## config.mk

```make
export PLATFORM = sky130hd
export DESIGN_NAME = tksl_cell
export DESIGN_NICKNAME = d
export VERILOG_FILES = /design/src/sv/tksl_pkg.sv /design/src/sv/tksl_cell.sv
export SDC_FILE = /design/constraint.sdc
export NUM_CORES = 1
export LEC_CHECK = 0
export ABC_CLOCK_PERIOD_IN_PS = 2300
export BUFFER_PORTS_ARGS = -buffer_cell sky130_fd_sc_hd__buf_2
export CORE_AREA = 2 2 335 337
export CTS_BUF_LIST = sky130_fd_sc_hd__clkbuf_4 sky130_fd_sc_hd__clkbuf_8
export DETAILED_ROUTE_END_ITERATION = 7
export DIE_AREA = 0 0 337 339
export SYNTH_ARGS = -nofsm -noshare
export SYNTH_HDL_FRONTEND = slang
export SYNTH_SLANG_ARGS = --single-unit
```

## constraint.sdc

```tcl
create_clock -name clk -period 2.3 [get_ports clk]
set_input_delay 0.115 -clock clk [delete_from_list [all_inputs] [get_ports clk]]
set_output_delay 0.115 -clock clk [all_outputs]
set_load 0.01 [all_outputs]
```

## src/sv/tksl_pkg.sv

```systemverilog
// ----------------------------------------------------------------------------
// tksl_pkg
// Shared types and constants of the sorted top-k record list.
// ----------------------------------------------------------------------------
package tksl_pkg;

  // table geometry
  localparam int LIST_DEPTH = 16;
  localparam int IDX_W      = $clog2(LIST_DEPTH);
  localparam int RANK_W     = 5;

  // label byte 15 is always stored as zero
  localparam logic [63:0] LABEL_TAIL_CLEAR = 64'hFFFF_FFFF_FFFF_FF00;

  // operation codes
  localparam logic [1:0] OP_INSERT = 2'd0;
  localparam logic [1:0] OP_QUERY  = 2'd1;
  localparam logic [1:0] OP_READ   = 2'd2;

  // one stored record
  typedef struct packed {
    logic [31:0] key;
    logic [31:0] rows;
    logic [31:0] level;
    logic [31:0] duration;
    logic [31:0] stamp;
    logic [63:0] label_first;
    logic [63:0] label_second;
  } rec_t;

  // broadcast from the top level to every cell
  typedef struct packed {
    logic ins_en;
    rec_t rec;
  } bcast_t;

endpackage

```

## src/sv/tksl_cell.sv

```systemverilog
// ----------------------------------------------------------------------------
// tksl_cell
// One slot of the list: compares the broadcast key with its own and on an
// insert either keeps its record, takes the new one or takes its neighbor's.
// ----------------------------------------------------------------------------
module tksl_cell
  import tksl_pkg::*;
(
  input  logic   clk,
  input  logic   rst_n,
  input  bcast_t bcast,
  input  logic   prev_gt,
  input  rec_t   prev_rec,
  output rec_t   rec_o,
  output logic   gt_o
);

  rec_t rec_r;
  rec_t rec_nxt;

  // new key sorts below this slot when it is strictly smaller
  assign gt_o  = bcast.rec.key < rec_r.key;
  assign rec_o = rec_r;

  // slot update on insert
  always_comb begin
    rec_nxt = rec_r;
    if (bcast.ins_en && !gt_o) begin
      if (prev_gt) begin
        rec_nxt = bcast.rec;
      end else begin
        rec_nxt = prev_rec;
      end
    end
  end

  always_ff @(posedge clk) begin
    if (!rst_n) begin
      rec_r <= '0;
    end else begin
      rec_r <= rec_nxt;
    end
  end

endmodule

```

# Yosys cells after proc, flatten, opt, wreduce, memory -nomap -nowiden
# Index checks and enable logic that the tools add are counted.
[classes] add_sub_neg=0 multipliers=0 div=0 n_lt_le_gt_ge=1 n_eq_ne=0 n_shift=0 n_mux=1 bitwise=0 reduce_logical=2
[ops] operator="288-bit two-way mux" count=1
[ops] operator="32-bit < comparator" count=1
[ops] operator="1-bit logical AND" count=1
[ops] operator="1-bit zero test" count=1
[word_totals] ff_bits=288 latch_bits=0 ram_bits=0 mem_bits_ro=0 input_bits=580 word_cells=11 n_memories=0

# Logic depth before layout (Yosys ltp)
# Gate-level depths: netlist (run 1).
[depth] ltp_word=3 mapped_depth=11 mapped_depth_nobuf=8

# Worst setup path after synthesis (run 1)
# OpenSTA, ideal clock, no wires.
[synth_path] kind="flip-flop to flip-flop" from="reg rec_r, in the netlist rec_o[267]" to="reg rec_r, in the netlist rec_o[100]" setup_time_ps=119 arrival_ps=2481 t_required_ps=2181 path_slack_ps=-299 stages_incl_launch_ff=12 path_buffers=3 period_less_slack_ps=2599 cell_sequence="dfxtp_1 > inv_1 > ha_1 > a41oi_2 > o21ai_1 > a221o_1 > or3_1 > a22o_1 > buf_6 > buf_6 > buf_6 > o221a_1"
[synth_via] elab_chain_cells=3
[synth_rtl] item="start, declared" line_no="tksl_cell.sv:18" rtl="rec_t rec_r;"
[synth_rtl] item="start signal, assigned" line_no="tksl_cell.sv:41" rtl="rec_r <= rec_nxt;"
[synth_rtl] item="32-bit < comparator" line_no="tksl_cell.sv:22" rtl="assign gt_o = bcast.rec.key < rec_r.key;"
[synth_rtl] item="1-bit zero test" line_no="tksl_cell.sv:28" rtl="if (bcast.ins_en && !gt_o) begin"
[synth_rtl] item="1-bit logical AND" line_no="tksl_cell.sv:28"
# No other way between the ends.
# A chain may end at the register's enable or synchronous reset.

# Worst setup path after layout (run 1)
[layout_path] from="reg rec_r, in the netlist rec_o[267]" to="reg rec_r, in the netlist rec_o[127]"
# The elaborated chain is that of the path after synthesis.

==> results.toml, run 1 <==
[timing]
setup_tns_ps = -141590
finalCritPeriodShare_pct = 126
slew_headroom_pct = 61.6
setup_ws_ps = -592
hold_slack_ps = 133
min_period_ps = 2890
rsz0062_at_grt = "true"
worstMarginPinSlew_ps = 576
finalHoldViolCount = 0
fmax_mhz = 346
fin_skew_ps = 28.3
setup_violations = 289
final_max_slew_viol_count = 0

[power]
leakage_nw = 14.0
ir_worst_vdd_mv = 0.304
powerDensity_nw_per_um2 = 602
finalPower_mw = 17.7

[setup_path]
crit_type = "reg2reg"
critPathTopFamily = "compound AO/OA/AOI/OAI gates"
timing.rr.start = "rec_o[267]"
worst_r2r_endpoint = "rec_o[127]"
cp_max_fo = 7
start_kind = "flip-flop"
crit_required_ps = 2850
crit_arrival_ps = 3440
rrSetupSlack_ps = -590
path_cells = "inv_2, ha_4, a41oi_2, o21ai_1, a221o_1, or3_4, buf_4, a22o_4, buf_16, bufbuf_16, o221a_4"
max_stage_delay_ps = 420
rr_worst_depth = 11
crit_slowest_cell = "or3_4"
cp-end-kind = "flip-flop"
critPathBufInv = 4

[synth]
synth-main-ff-cell = "dfxtp_1"
synth_area_per_cell_um2 = 10.3
synth_cells = 1421
synth_top_cells_by_count = "nand2_1 (293), dfxtp_1 (288), mux2i_1 (288)"
ys_ff_latch = 288
synth_edf_count = 0
ys_warn_count = 0
synth_top_area_share_pct = 39.4
synth_most_common_cell = "nand2_1"
async_reset_ff_share_pct = 0
ys_seq_area_share_pct = 39.4
synth_nets = 2032
yosysUniqueCellTypes = 30
synth_top_cell_by_area = "dfxtp_1"
synth_area_leaders = "dfxtp_1 (39%), mux2i_1 (20%), o221a_1 (17%), nand2_1 (7.5%), o221a_2 (5.2%)"
syn-cell-area_um2 = 14600

[route]
drc = 0
drtIter0Drc = 846
drtPass1Iterations = 5
drt-total-wl_um = 81500
ant_nets = 0
routed-via-count = 18500
vias_per_cell = 4.10
wire_per_inst_um = 18.1

[worst_hold_path]
min_to = "rec_o[215]"
hold_depth = 5
hold_path.class = "in2reg"
hp-start = "bcast[215]"

[final_layout]
final_cells = 4502
area_growth_pct = 101
largest_reg_flops = 288
multi_input_area_um2 = 8090
fillCellCount = 11400
fin_nets = 3577
finish.instance_area_um2 = 29400
drive_gt1_share_pct = 41.4
utilization_pct = 26.7
seqCellArea_um2 = 5780

[die]
num_rows = 122
ios = 869
die_w_um = 337
die_h_um = 339
coreArea_um2 = 110000
dieArea_um2 = 114000
start_util_pct = 13.3

[global_routing]
grt_pass1_wl_um = 115000
grt_max_degree = 77
grt_pass1_vias = 19300
track_usage_pct = 13.2
grt-ovfl-total = 0
antenna_found_initial = 10

[place]
placed_area_um2 = 21600
gp_congestion = 0.973
port_buffers = 868
preCtsSetupSlack_ps = -536
hpwl_um = 56200
placedCellCount = 3782

[status]
outcome = "finished, violations left"
violations = "setup timing"

[clocking]
clk_pin_slew_ps = 60
cts.path.max_buffers = 3
root_buffer = "clkbuf_8"
clock_latency_ps = 670
h-tree-depth = 2
cts_tree = "yes"
numCtsBuffers = 52
cts.sinks = 288

[run]
maxCapViolCount = 0
## metal layers
layer  up-vias  global-route usage (%)  part of all wire (%)
li1       8514                       -                     -
met5         -                       0                 0.015
met3       202                    3.71                   8.1
met1      8869                    15.8                    42
met2       871                    21.6                    45
met4         2                    6.54                   4.9
## how the worst max path moves through the flow
stage / start / end / depth (start not counted)
after floorplan: rec_o[267] / rec_o[100] / 11
after global placement: rec_o[271] / rec_o[50] / 10
after detailed placement: rec_o[271] / rec_o[39] / 10
after CTS: rec_o[267] / gt_o / 10
after global routing: rec_o[267] / gt_o / 10
final: rec_o[267] / rec_o[127] / 11
## where the power goes
| part | total [mW] | internal [mW] | switching (mW) |
|---|---|---|---|
| sequential | 6.02 | 5.63 | 0.386 |
| combinational | 6.17 | 3.27 | 2.90 |
| clock | 5.54 | 3.20 | 2.34 |
| total | 17.7 | 12.1 | 5.62 |
## cell type report
class | instances | area share [%]
Multi-Input combinational cell | 940 | 27.5
Sequential cell | 288 | 19.6
Antenna cell | 6 | 0.0510
Timing Repair Buffer | 1651 | 42.1
Clock inverter | 11 | 0.472
Clock buffer | 85 | 3.55
Inverter | 33 | 0.421
Tap cell | 1488 | 6.32
## kinds of logic (layout without fill, tap and decap cells)
kind of cell	Yosys count	in the layout	synth area share (%)
other	0	6	0
AO/OA/AOI/OAI	311	311	23.2
flip-flops	288	288	39.4
adder cells (fa/ha/maj)	31	31	2.65
multiplexers	288	288	19.7
buffers and inverters	193	1780	6.81
AND/OR/NAND/NOR	310	310	8.25
## cells in the final DEF (no fill, tap or decap), types with 2 or more instances in the layout
cell / count
nand4_1: 2
nand2_1: 293
inv_2: 3
clkbuf_4: 20
dfxtp_1: 277
a221oi_2: 2
buf_6: 14
a221o_1: 2
dfxtp_2: 11
o221a_2: 64
inv_1: 30
bufinv_16: 3
clkinv_2: 5
ha_1: 22
diode_2: 6
buf_4: 121
clkbuf_8: 65
clkinvlp_4: 2
buf_12: 21
buf_2: 864
o221a_1: 220
o21ai_1: 2
clkbuf_16: 5
buf_8: 17
a21oi_1: 8
a21o_1: 2
buf_16: 2
dlygate4sd3_1: 604
o221a_4: 4
mux2i_1: 288
ha_4: 9
bufbuf_16: 3
and4_1: 3
nand3_1: 5
a2111oi_2: 2
## tightest hold or removal path, delay by kind of cell
| kind | cells | cell delay, ps |
|---|---|---|
| AO/OA/AOI/OAI | 1 | 170 |
| multiplexers | 1 | 150 |
| AND/OR/NAND/NOR | 1 | 60 |
| buffers and inverters | 2 | 270 |
## repair_timing
item                                   CTS  global route
gates cloned                             4             6
gates resized for setup                 53            23
hold buffers                           604             0
setup endpoints to repair              289           289
endpoints found under the hold margin  288             0
buffers inserted                         5             1
pin swaps                                7             4
Power figures use the tool's default switching activity.
==> run 2, diff against run 1 <==
--- a/config.mk
+++ b/config.mk
@@ -7,10 +7,11 @@
 export LEC_CHECK = 0
 export ABC_CLOCK_PERIOD_IN_PS = 2300
 export BUFFER_PORTS_ARGS = -buffer_cell sky130_fd_sc_hd__buf_2
-export CORE_AREA = 2 2 335 337
-export CTS_BUF_LIST = sky130_fd_sc_hd__clkbuf_4 sky130_fd_sc_hd__clkbuf_8
+export CAP_MARGIN = 20
+export CORE_AREA = 2 2 339 341
 export DETAILED_ROUTE_END_ITERATION = 7
-export DIE_AREA = 0 0 337 339
+export DIE_AREA = 0 0 341 343
+export REMOVE_ABC_BUFFERS = 1
 export SYNTH_ARGS = -nofsm -noshare
 export SYNTH_HDL_FRONTEND = slang
 export SYNTH_SLANG_ARGS = --single-unit
==> run 2 against run 1 <==
Net effect:
- sequential share of layout area rose by 0.39 points
- the flow still finishes with violations (setup timing)
- highest routed layer unchanged
- via count decreased by 3.2%
- core utilization down 1.2 points
- maximum frequency is 1.4% lower
- register-to-register slack got worse by 40 ps
- clock skew fell by 3.8 ps
- non-clock buffer count decreased by 55
- critical path depth unchanged
- final area shrank 2.0%
- cell count decreased by 1.4%
- routed wire length up 7.6%
==> results.toml, run 2 (synthesis results as in run 1) <==
[status]
outcome = "finished, violations left"
violations = "setup timing"

[route]
drtPass1Iterations = 5
drt-total-wl_um = 87700
wire_per_inst_um = 19.8
vias_per_cell = 4.02
routed-via-count = 17900
drc = 0
ant_nets = 0
drtIter0Drc = 748

[setup_path]
max_stage_delay_ps = 350
start_kind = "flip-flop"
cp-end-kind = "flip-flop"
critPathTopFamily = "compound AO/OA/AOI/OAI gates"
cp_max_fo = 31
crit_required_ps = 2730
crit_slowest_cell = "a221o_1"
crit_type = "reg2reg"
critPathBufInv = 4
path_cells = "inv_1, ha_1, and2_4, a221o_1, a221oi_2, o21ai_2, buf_4, a22o_4, buf_12, clkbuf_16, o221a_1"
crit_arrival_ps = 3370

[place]
gp_congestion = 0.904
placed_area_um2 = 21600
placedCellCount = 3807
port_buffers = 868
hpwl_um = 64500

[clocking]
numCtsBuffers = 34
clk_pin_slew_ps = 60
cts.sinks = 288
cts_tree = "yes"
h-tree-depth = 2
clock_latency_ps = 570
cts.path.max_buffers = 3
root_buffer = "clkbuf_16"

[final_layout]
mostFrequentLayoutCell = "buf_2"
most-common-layout-cells = "buf_2 (864), dlygate4sd3_1 (546), nand2_1 (293)"
largest_reg_flops = 288
final_cells = 4439
area_growth_pct = 97.0
fin_nets = 3504
drive_gt1_share_pct = 41.2
finish.instance_area_um2 = 28900

[global_routing]
grt_pass1_vias = 18500
grt_max_degree = 89
antenna_found_initial = 20
grt-ovfl-total = 0
track_usage_pct = 14.1
grt_pass1_wl_um = 122000

[power]
ir_worst_vdd_mv = 0.402
leakage_nw = 13.7
powerDensity_nw_per_um2 = 617

[timing]
finalCritPeriodShare_pct = 128
fmax_mhz = 341
worstMarginPinSlew_ps = 493
rsz0062_at_grt = "true"
hold_slack_ps = 44.6
setup_ws_ps = -633
finalHoldViolCount = 0
min_period_ps = 2930
fin_skew_ps = 24.5
slew_headroom_pct = 67.1
setup_tns_ps = -137900
final_max_slew_viol_count = 0
setup_violations = 289

[die]
die_w_um = 341
coreArea_um2 = 113000
num_rows = 124
start_util_pct = 12.9
ios = 869
die_h_um = 343
dieArea_um2 = 117000

[run]
maxCapViolCount = 0

[worst_hold_path]
hold_path.class = "in2reg"
run 2: cell types whose count changed in the layout (fill, tap and decap cells not counted), moves of 4 or more:
cell	previous run	this run
clkbuf_16	5	39
buf_8	17	11
dlygate4sd3_1	604	546
clkbuf_8	65	4
o221a_2	64	68
clkbuf_1	0	8
buf_6	14	18
clkbuf_4	20	0
diode_2	6	12
o221a_4	4	0
run 2: worst paths after layout:
path	start	to	slack [ps]	cells past startpoint
setup / recovery	rec_o[282]	rec_o[252]	-630	11
setup reg to reg	rec_o[282]	rec_o[252]	-630	11
hold / removal	prev_rec[139]	rec_o[139]	40	4
hold reg to reg	rec_o[220]	rec_o[220]	520	1
run 2: final cells by class:
type,count,area [um^2]
inverter,33,124
sequential,288,5780
antenna,12,30.0
clock buffer,49,1010
multi-input combinational,940,8060
fill,11800,84600
timing repair buffer,1596,11900
clock inverter,9,105
tap,1512,1890
run 2: timing repair:
item                       CTS  global route
setup endpoints to repair  289           289
gates cloned                 7             2
buffers inserted             6             1
pin swaps                    8             1
hold buffers               546             0
hold endpoints to repair   276             0
gates resized for setup     65             8
run 2: worst reg2reg max path, stage by stage, from the launching register on:
cell and delay (ps):
dfxtp_1 320, inv_1 40, ha_1 260, and2_4 140, a221o_1 350, a221oi_2 300, o21ai_2 140, buf_4 160
a22o_4 270, buf_12 170, clkbuf_16 400, o221a_1 240
run 2: where the power goes:
part           total (mW)  leakage, nW  switching [mW]  internal [mW]
Clock                5.53        0.547            2.25           3.28
Sequential           5.99         2.39           0.356           5.63
Combinational        6.29         10.7            3.06           3.22
Total                17.8         13.7            5.67           12.1
run 2: per-layer routing:
metal	up-vias	part of all wire (%)	global-route usage, %
met2	818	44	22.7
met5	-	0.049	0
li1	8359	-	-
met1	8452	40	16.2
met3	228	9.2	5.15
met4	6	6.1	7.68
run 2: stage by stage:
stage	utilization, %	power, mW	worst slack (ps)
floorplan	-	7.81	-11180
global placement	19.1	11.0	-541
detailed placement	19.1	11.1	-511
CTS	25.3	17.9	-549
global route	25.4	18.7	-661
finish	25.4	17.8	-633
